File: src/rtl/ogs_pkg.sv
// Shared types and genotype codes for the offspring genotype sampler.
package ogs_pkg;

    localparam int W_BITS = 16;
    localparam int SUM_BITS = W_BITS + 2;

    localparam logic [1:0] G_HOM_REF = 2'd0;
    localparam logic [1:0] G_HET     = 2'd1;
    localparam logic [1:0] G_HOM_ALT = 2'd2;
    localparam logic [1:0] G_MISSING = 2'd3;

    typedef struct packed {
        logic ok;
        logic allele;
    } t_pat_res;

endpackage

File: src/rtl/ogs_in_if.sv
// Input item channel of the offspring genotype sampler.
interface ogs_in_if #(
    parameter int PROB_BITS = 16
);
    logic                 valid;
    logic                 ready;
    logic                 start_of_offspring;
    logic [1:0]           mom_genotype;
    logic                 phase_bit;
    logic [PROB_BITS-1:0] recomb_rate;
    logic [15:0]          weight_hom_ref;
    logic [15:0]          weight_het;
    logic [15:0]          weight_hom_alt;
    logic [PROB_BITS-1:0] draw_path;
    logic [PROB_BITS-1:0] draw_paternal;
    logic [PROB_BITS-1:0] draw_het_coin;
    logic [PROB_BITS-1:0] draw_error;
    logic [PROB_BITS-1:0] draw_error_pick;

    modport source (
        output valid, start_of_offspring, mom_genotype, phase_bit, recomb_rate,
               weight_hom_ref, weight_het, weight_hom_alt, draw_path, draw_paternal,
               draw_het_coin, draw_error, draw_error_pick,
        input  ready
    );
    modport sink (
        input  valid, start_of_offspring, mom_genotype, phase_bit, recomb_rate,
               weight_hom_ref, weight_het, weight_hom_alt, draw_path, draw_paternal,
               draw_het_coin, draw_error, draw_error_pick,
        output ready
    );
endinterface

File: src/rtl/ogs_out_if.sv
// Result item channel of the offspring genotype sampler.
interface ogs_out_if;
    logic       valid;
    logic       ready;
    logic [1:0] genotype;
    logic       path_bit;

    modport source (output valid, genotype, path_bit, input ready);
    modport sink (input valid, genotype, path_bit, output ready);
endinterface

File: src/rtl/ogs_cfg_if.sv
// Configuration write channel carrying the error rate register.
interface ogs_cfg_if #(
    parameter int PROB_BITS = 16
);
    logic               valid;
    logic               ready;
    logic [PROB_BITS:0] err_prob;

    modport source (output valid, err_prob, input ready);
    modport sink (input valid, err_prob, output ready);
endinterface

File: src/rtl/offspring_genotype_sampler.sv
// Top level: input register, genotype sampling logic and result register.
// Path: an accepted input item is held in the input register and moves on to
// the result register when that register is free or being read.
// Throughput: one item per cycle while o_out.ready is high; the haplotype bit
// recurrence closes in the compute stage between input and result register.
// Reset: synchronous active-low i_rst_n clears both stage valids, the
// haplotype bit and the error rate register.
module offspring_genotype_sampler
    import ogs_pkg::*;
#(
    parameter int PROB_BITS = 16
) (
    input  logic     i_clk,
    input  logic     i_rst_n,
    ogs_in_if.sink   i_in,
    ogs_cfg_if.sink  i_cfg,
    ogs_out_if.source o_out
);
    logic                 r_s1_valid;
    logic                 r_s1_start;
    logic [1:0]           r_s1_mom;
    logic                 r_s1_phase;
    logic [PROB_BITS-1:0] r_s1_rate;
    logic [W_BITS-1:0]    r_s1_w0;
    logic [W_BITS-1:0]    r_s1_w1;
    logic [W_BITS-1:0]    r_s1_w2;
    logic [PROB_BITS-1:0] r_s1_d_path;
    logic [PROB_BITS-1:0] r_s1_d_pat;
    logic [PROB_BITS-1:0] r_s1_d_coin;
    logic [PROB_BITS-1:0] r_s1_d_err;
    logic [PROB_BITS-1:0] r_s1_d_pick;

    logic                 r_hap;
    logic [PROB_BITS:0]   r_err_rate;
    logic                 r_out_valid;
    logic [1:0]           r_out_genotype;
    logic                 r_out_path;

    logic                 out_free;
    logic                 s1_go;
    logic                 in_take;
    logic                 n_hap;
    logic                 a_mom;
    logic [1:0]           y_sum;
    logic                 err_hit;
    logic [1:0]           n_genotype;
    t_pat_res             pat;

    assign out_free   = ~r_out_valid | o_out.ready;
    assign s1_go      = r_s1_valid & out_free;
    assign i_in.ready = ~r_s1_valid | out_free;
    assign in_take    = i_in.valid & i_in.ready;
    assign i_cfg.ready = 1'b1;

    ogs_path #(.PROB_BITS(PROB_BITS)) u_path (
        .i_hap   (r_hap),
        .i_start (r_s1_start),
        .i_rate  (r_s1_rate),
        .i_draw  (r_s1_d_path),
        .o_hap   (n_hap)
    );

    ogs_paternal #(.PROB_BITS(PROB_BITS)) u_paternal (
        .i_w0   (r_s1_w0),
        .i_w1   (r_s1_w1),
        .i_w2   (r_s1_w2),
        .i_draw (r_s1_d_pat),
        .i_coin (r_s1_d_coin),
        .o_res  (pat)
    );

    always_comb begin
        case (r_s1_mom)
            G_HOM_REF: a_mom = 1'b0;
            G_HOM_ALT: a_mom = 1'b1;
            default:   a_mom = n_hap ^ r_s1_phase;
        endcase
        y_sum   = {1'b0, a_mom} + {1'b0, pat.allele};
        err_hit = {1'b0, r_s1_d_err} < r_err_rate;
        n_genotype = y_sum;
        // replace with one of the two other genotypes
        if (err_hit) begin
            case (y_sum)
                G_HOM_REF: n_genotype = r_s1_d_pick[PROB_BITS-1] ? G_HOM_ALT : G_HET;
                G_HET:     n_genotype = r_s1_d_pick[PROB_BITS-1] ? G_HOM_ALT : G_HOM_REF;
                default:   n_genotype = r_s1_d_pick[PROB_BITS-1] ? G_HET : G_HOM_REF;
            endcase
        end
        if (r_s1_mom == G_MISSING || !pat.ok) begin
            n_genotype = G_MISSING;
        end
    end

    always_ff @(posedge i_clk) begin
        if (!i_rst_n) begin
            r_s1_valid  <= 1'b0;
            r_out_valid <= 1'b0;
            r_hap       <= 1'b0;
            r_err_rate  <= '0;
        end else begin
            if (i_cfg.valid) begin
                r_err_rate <= i_cfg.err_prob;
            end
            if (in_take) begin
                r_s1_valid <= 1'b1;
            end else if (s1_go) begin
                r_s1_valid <= 1'b0;
            end
            if (s1_go) begin
                r_out_valid <= 1'b1;
                r_hap       <= n_hap;
            end else if (o_out.ready) begin
                r_out_valid <= 1'b0;
            end
        end
    end

    always_ff @(posedge i_clk) begin
        if (in_take) begin
            r_s1_start  <= i_in.start_of_offspring;
            r_s1_mom    <= i_in.mom_genotype;
            r_s1_phase  <= i_in.phase_bit;
            r_s1_rate   <= i_in.recomb_rate;
            r_s1_w0     <= i_in.weight_hom_ref;
            r_s1_w1     <= i_in.weight_het;
            r_s1_w2     <= i_in.weight_hom_alt;
            r_s1_d_path <= i_in.draw_path;
            r_s1_d_pat  <= i_in.draw_paternal;
            r_s1_d_coin <= i_in.draw_het_coin;
            r_s1_d_err  <= i_in.draw_error;
            r_s1_d_pick <= i_in.draw_error_pick;
        end
        if (s1_go) begin
            r_out_genotype <= n_genotype;
            r_out_path     <= n_hap;
        end
    end

    assign o_out.valid    = r_out_valid;
    assign o_out.genotype = r_out_genotype;
    assign o_out.path_bit = r_out_path;

    a_ready_only_when_full: assert property (@(posedge i_clk) disable iff (!i_rst_n)
        !i_in.ready |-> (r_s1_valid && r_out_valid && !o_out.ready))
        else $error("input stalled while a stage is free");

    a_start_coin: assert property (@(posedge i_clk) disable iff (!i_rst_n)
        (s1_go && r_s1_start) |=> (r_hap == $past(r_s1_d_path[PROB_BITS-1])))
        else $error("haplotype bit at a new offspring does not follow the coin");

    a_hap_hold: assert property (@(posedge i_clk) disable iff (!i_rst_n)
        !s1_go |=> (r_hap == $past(r_hap)))
        else $error("haplotype bit changed without an item moving");

    a_path_reported: assert property (@(posedge i_clk) disable iff (!i_rst_n)
        s1_go |=> (r_out_path == r_hap))
        else $error("reported path bit differs from the kept haplotype bit");
endmodule

File: src/rtl/ogs_path.sv
// Next maternal haplotype bit: fair coin at a new offspring, clamped flip otherwise.
module ogs_path #(
    parameter int PROB_BITS = 16
) (
    input  logic                 i_hap,
    input  logic                 i_start,
    input  logic [PROB_BITS-1:0] i_rate,
    input  logic [PROB_BITS-1:0] i_draw,
    output logic                 o_hap
);
    localparam logic [PROB_BITS-1:0] RATE_MAX =
        PROB_BITS'((64'd49 * (64'd1 << PROB_BITS)) / 64'd100);
    localparam logic [PROB_BITS-1:0] RATE_MIN = PROB_BITS'(1);

    logic [PROB_BITS-1:0] rate_c;

    always_comb begin
        if (i_rate > RATE_MAX) begin
            rate_c = RATE_MAX;
        end else if (i_rate < RATE_MIN) begin
            rate_c = RATE_MIN;
        end else begin
            rate_c = i_rate;
        end
    end

    // draw below one half picks haplotype 0
    assign o_hap = i_start ? i_draw[PROB_BITS-1] : (i_hap ^ (i_draw < rate_c));
endmodule

File: src/rtl/ogs_paternal.sv
// Paternal allele draw by cross-multiplying the draw with the weight sum.
module ogs_paternal
    import ogs_pkg::*;
#(
    parameter int PROB_BITS = 16
) (
    input  logic [W_BITS-1:0]    i_w0,
    input  logic [W_BITS-1:0]    i_w1,
    input  logic [W_BITS-1:0]    i_w2,
    input  logic [PROB_BITS-1:0] i_draw,
    input  logic [PROB_BITS-1:0] i_coin,
    output t_pat_res             o_res
);
    localparam int PW = PROB_BITS + SUM_BITS;

    logic [SUM_BITS-1:0] sum;
    logic [W_BITS:0]     w01;
    logic [PW-1:0]       prod;
    logic [PW-1:0]       lim0;
    logic [PW-1:0]       lim1;

    assign sum  = SUM_BITS'(i_w0) + SUM_BITS'(i_w1) + SUM_BITS'(i_w2);
    assign w01  = (W_BITS+1)'(i_w0) + (W_BITS+1)'(i_w1);
    assign prod = PW'(i_draw) * PW'(sum);
    assign lim0 = PW'({i_w0, {PROB_BITS{1'b0}}});
    assign lim1 = PW'({w01, {PROB_BITS{1'b0}}});

    always_comb begin
        o_res.ok = (sum != '0);
        if (prod < lim0) begin
            o_res.allele = 1'b1;
        end else if (prod < lim1) begin
            o_res.allele = ~i_coin[PROB_BITS-1];
        end else begin
            o_res.allele = 1'b0;
        end
    end
endmodule
File: src/flat_wrapper.sv
// flat-port wrapper written by rule: the top's interface ports become plain ports
module offspring_genotype_sampler_flat import ogs_pkg::*;
#(
    parameter int PROB_BITS = 16
)
  (i_clk, i_rst_n, i_in_valid, i_in_start_of_offspring, i_in_mom_genotype, i_in_phase_bit, i_in_recomb_rate, i_in_weight_hom_ref, i_in_weight_het, i_in_weight_hom_alt, i_in_draw_path, i_in_draw_paternal, i_in_draw_het_coin, i_in_draw_error, i_in_draw_error_pick, i_in_ready, i_cfg_valid, i_cfg_err_prob, i_cfg_ready, o_out_valid, o_out_genotype, o_out_path_bit, o_out_ready);
  ogs_in_if #(.PROB_BITS(PROB_BITS)) i_in_i ();
  ogs_cfg_if #(.PROB_BITS(PROB_BITS)) i_cfg_i ();
  ogs_out_if o_out_i ();
  input  logic i_clk;
  input  logic i_rst_n;
  input wire logic [$bits(i_in_i.valid)-1:0] i_in_valid;
  input wire logic [$bits(i_in_i.start_of_offspring)-1:0] i_in_start_of_offspring;
  input wire logic [$bits(i_in_i.mom_genotype)-1:0] i_in_mom_genotype;
  input wire logic [$bits(i_in_i.phase_bit)-1:0] i_in_phase_bit;
  input wire logic [$bits(i_in_i.recomb_rate)-1:0] i_in_recomb_rate;
  input wire logic [$bits(i_in_i.weight_hom_ref)-1:0] i_in_weight_hom_ref;
  input wire logic [$bits(i_in_i.weight_het)-1:0] i_in_weight_het;
  input wire logic [$bits(i_in_i.weight_hom_alt)-1:0] i_in_weight_hom_alt;
  input wire logic [$bits(i_in_i.draw_path)-1:0] i_in_draw_path;
  input wire logic [$bits(i_in_i.draw_paternal)-1:0] i_in_draw_paternal;
  input wire logic [$bits(i_in_i.draw_het_coin)-1:0] i_in_draw_het_coin;
  input wire logic [$bits(i_in_i.draw_error)-1:0] i_in_draw_error;
  input wire logic [$bits(i_in_i.draw_error_pick)-1:0] i_in_draw_error_pick;
  output wire logic [$bits(i_in_i.ready)-1:0] i_in_ready;
  input wire logic [$bits(i_cfg_i.valid)-1:0] i_cfg_valid;
  input wire logic [$bits(i_cfg_i.err_prob)-1:0] i_cfg_err_prob;
  output wire logic [$bits(i_cfg_i.ready)-1:0] i_cfg_ready;
  output wire logic [$bits(o_out_i.valid)-1:0] o_out_valid;
  output wire logic [$bits(o_out_i.genotype)-1:0] o_out_genotype;
  output wire logic [$bits(o_out_i.path_bit)-1:0] o_out_path_bit;
  input wire logic [$bits(o_out_i.ready)-1:0] o_out_ready;
  assign i_in_i.valid = i_in_valid;
  assign i_in_i.start_of_offspring = i_in_start_of_offspring;
  assign i_in_i.mom_genotype = i_in_mom_genotype;
  assign i_in_i.phase_bit = i_in_phase_bit;
  assign i_in_i.recomb_rate = i_in_recomb_rate;
  assign i_in_i.weight_hom_ref = i_in_weight_hom_ref;
  assign i_in_i.weight_het = i_in_weight_het;
  assign i_in_i.weight_hom_alt = i_in_weight_hom_alt;
  assign i_in_i.draw_path = i_in_draw_path;
  assign i_in_i.draw_paternal = i_in_draw_paternal;
  assign i_in_i.draw_het_coin = i_in_draw_het_coin;
  assign i_in_i.draw_error = i_in_draw_error;
  assign i_in_i.draw_error_pick = i_in_draw_error_pick;
  assign i_in_ready = i_in_i.ready;
  assign i_cfg_i.valid = i_cfg_valid;
  assign i_cfg_i.err_prob = i_cfg_err_prob;
  assign i_cfg_ready = i_cfg_i.ready;
  assign o_out_valid = o_out_i.valid;
  assign o_out_genotype = o_out_i.genotype;
  assign o_out_path_bit = o_out_i.path_bit;
  assign o_out_i.ready = o_out_ready;
  offspring_genotype_sampler #(.PROB_BITS(PROB_BITS)) u_core (.i_clk(i_clk), .i_rst_n(i_rst_n), .i_in(i_in_i), .i_cfg(i_cfg_i), .o_out(o_out_i));
endmodule
File: config.mk
export PLATFORM = sky130hd
export DESIGN_NAME = offspring_genotype_sampler_flat
export DESIGN_NICKNAME = d
export VERILOG_FILES = /design/src/rtl/ogs_pkg.sv /design/src/rtl/ogs_in_if.sv /design/src/rtl/ogs_out_if.sv /design/src/rtl/ogs_cfg_if.sv /design/src/rtl/offspring_genotype_sampler.sv /design/src/rtl/ogs_path.sv /design/src/rtl/ogs_paternal.sv /design/src/flat_wrapper.sv
export SDC_FILE = /design/constraint.sdc
export NUM_CORES = 1
export LEC_CHECK = 0
export BUFFER_PORTS_ARGS = -buffer_cell sky130_fd_sc_hd__buf_2
export CAP_MARGIN = 15
export CORE_MARGIN = 1
export CORE_UTILIZATION = 55
export CTS_CLUSTER_SIZE = 24
export DETAILED_ROUTE_END_ITERATION = 16
export GPL_ROUTABILITY_DRIVEN = 0
export PLACE_DENSITY = 0.75
export SLEW_MARGIN = 10
export SYNTH_ARGS = -nofsm -noshare
export SYNTH_HDL_FRONTEND = slang
export SYNTH_SLANG_ARGS = --single-unit
export TNS_END_PERCENT = 100
File: constraint.sdc
create_clock -name i_clk -period 18.3 [get_ports i_clk]
set_input_delay 3.66 -clock i_clk [delete_from_list [all_inputs] [get_ports i_clk]]
set_output_delay 3.66 -clock i_clk [all_outputs]
set_load 0.01 [all_outputs]
==> results_dict.tcl <==
set metrics [dict create \
    syn_inst 1648 \
    grt_pass1_vias 13060 \
    yosysSeqAreaShare_pct 24.30 \
    synth.distinct_cells 69 \
    cts-root-buf "clkbuf_16" \
    num_io_pins 176 \
    setup-violations-final 0 \
    dieArea_um2 30880 \
    start_util_pct 56.01 \
    cp_max_fo 17 \
    placed_area_um2 17870 \
    clk_transition_reported_paths_ns 0.07 \
    syn_avg_cell_area_um2 10.07 \
    cts_htree_levels 4 \
    slew-limit-headroom_pct 18.15 \
    worstSetupStartpointType "flop" \
    grt_max_degree 82 \
    instances_no_fill 2193 \
    maxCapViolCount 0 \
    cts.path.max_buffers 2 \
    fin_nets 2384 \
    max_stage_delay_ns 0.59 \
    yosys_most_used_dff "edfxtp_1" \
    fin_area_um2 18440 \
    critical_path.endpoint_type "flop" \
    cts_tree "built" \
    post-place-ws_ns 5.536 \
    synthArstFlopShare_pct 0 \
    dp_cells 2161 \
    syn-cell-area_um2 16600 \
    grt_pass1_wl_um 63980 \
    drt-initial-drc-count 669 \
    holdBufCountCts 0 \
    drive_gt1_share_pct 12.20 \
    min_period_ns 13.01 \
    core_area_um2 29640 \
    cp_data_required_time_ns 18.48 \
    clock_latency_ns 0.43 \
    synth_edf_count 121 \
    nFillCells 2446 \
    hpwlAfterDp_um 28710 \
    postRouteAntennaNets 0 \
    antenna_found_initial 2 \
    synth-seq-cells 141 \
    post_cts_buffers 0 \
    cts.repair.resized 0 \
    track_usage_pct 26.71 \
    status "finished clean" \
    yosysWarnings 0 \
    grt-ovfl-total 0 \
    drt-total-wl_um 38360 \
    finalSetupTns_ns 0 \
    setup_slack_ns 5.289 \
    clock_sinks 141 \
    critical_path_class "reg -> reg" \
    wl_per_cell_um 17.49 \
    avgViaCountPerCell 5.452 \
    fp.dieH_um 175.7 \
    yosys-top-cells-count "inv_1, fa_1, ha_1" \
    slew_viol_final 0 \
    finClkSkew_ns 0.009704 \
    firstDrtPassIters 5 \
    slowest_stage "o41ai_1" \
    min_period_over_period_pct 71.10 \
    place.port_buffers 144 \
    worst-endpoint-arrival_ns 13.19 \
    cts_made_buffers 17 \
    synth_top_area_share_pct 26.89 \
    syn2layout_area_growth_pct 11.06 \
    rsz0062_at_grt "false" \
    vias 11960 \
    yosys.area.top_type "fa_1" \
    die_w_um 175.7 \
    post-route-drc-count 0 \
    fp-row-count 63 \
    timing.fmax_mhz 76.86 \
    tightest_slew_ns 1.222 \
    hold_viol 0 \
    antennaDiodeCount 0 \
    synth.most_common_cell "inv_1" \
    synth_area_leaders "fa_1, edfxtp_1, ha_1" \
    hp-class "reg -> reg" \
]
-- kinds of logic (layout without fill, tap and decap cells) --
kind of cell	Yosys count	after routing	share of synthesized area, %
simple gates	494	494	15.07
fa+ha+maj	424	424	42.04
buf+inv	353	507	8.034
compound gates	169	169	6.836
flops	141	141	24.30
xor+xnor	44	44	2.367
mux	22	22	1.334
other cells	1	2	0.02259
-- final timing paths --
kind	start	to	slack, ns	cells past startpoint
worst max register to register	u_core.r_s1_w0[0]	u_core.o_out.genotype[0]	5.29	53
worst min-delay path	u_core.r_err_rate[14]	u_core.r_err_rate[14]	0.52	2
worst min register to register	u_core.r_err_rate[14]	u_core.r_err_rate[14]	0.52	2
worst max-delay path	u_core.r_s1_w0[0]	u_core.o_out.genotype[0]	5.29	53
-- critical path, delay by kind of cell, from the launching register on --
| family | cells | cell delay [ns] |
|---|---|---|
| and+or+nand+nor | 10 | 0.95 |
| DFF | 1 | 0.39 |
| muxes | 1 | 0.13 |
| adders and majority gates | 12 | 4.60 |
| buffers and inverters | 5 | 0.52 |
| xor gates and xnor gates | 3 | 0.47 |
| AOI/OAI and AO/OA | 22 | 5.66 |
-- flip-flops by register name, indices dropped and copies added, names as in the netlist, 2 cells and up --
register,cells
u_core.r_s1_d_err,16
u_core.r_s1_d_pat,16
u_core.r_s1_w1,16
u_core.r_s1_mom,2
u_core.o_out.genotype,2
u_core.r_err_rate,17
u_core.r_s1_rate,16
u_core.r_s1_d_path,16
u_core.r_s1_w2,16
u_core.r_s1_w0,16
-- cell type report --
class	count	area, um^2	area share (%)
clock buffers	17	425.4	2.307
clock inverters	15	145.1	0.7872
inverters	311	1167	6.331
multi-input cells	1155	11310	61.33
flip-flops and latches	141	4034	21.88
well taps	390	488.0	2.647
repair buffers	164	870.8	4.723
-- stage by stage --
step           util (%)  hold slack [ns]
2_1_floorplan         -           0.4768
3_3_place_gp      60.28           0.4965
3_5_place_dp      60.28           0.5051
4_1_cts           62.21           0.5228
5_1_grt           62.21           0.5412
6_report          62.21           0.5163
-- routing by layer --
layer / wire, um / global-route usage, % / vias to the layer above
li1: - / - / 5602
met1: 15310 / 32.29 / 5865
met2: 19110 / 46.48 / 412
met3: 2904 / 6.667 / 75
met4: 1015 / 8.804 / 2
met5: 11 / 0 / -
-- cell usage in the layout (no fill, tap or decap), drive strengths merged, types with 31 or more instances in the layout --
cell and n:
inv 321, fa 223, ha 201, nand2 190, buf 164, edfxtp 121, and2 118, nor2b 46
a21oi 44, nor2 44, o21ai 37, xnor2 31
Power is not shown: default switching activity piles up to over one toggle a cycle in this logic, so the estimate is an artifact.
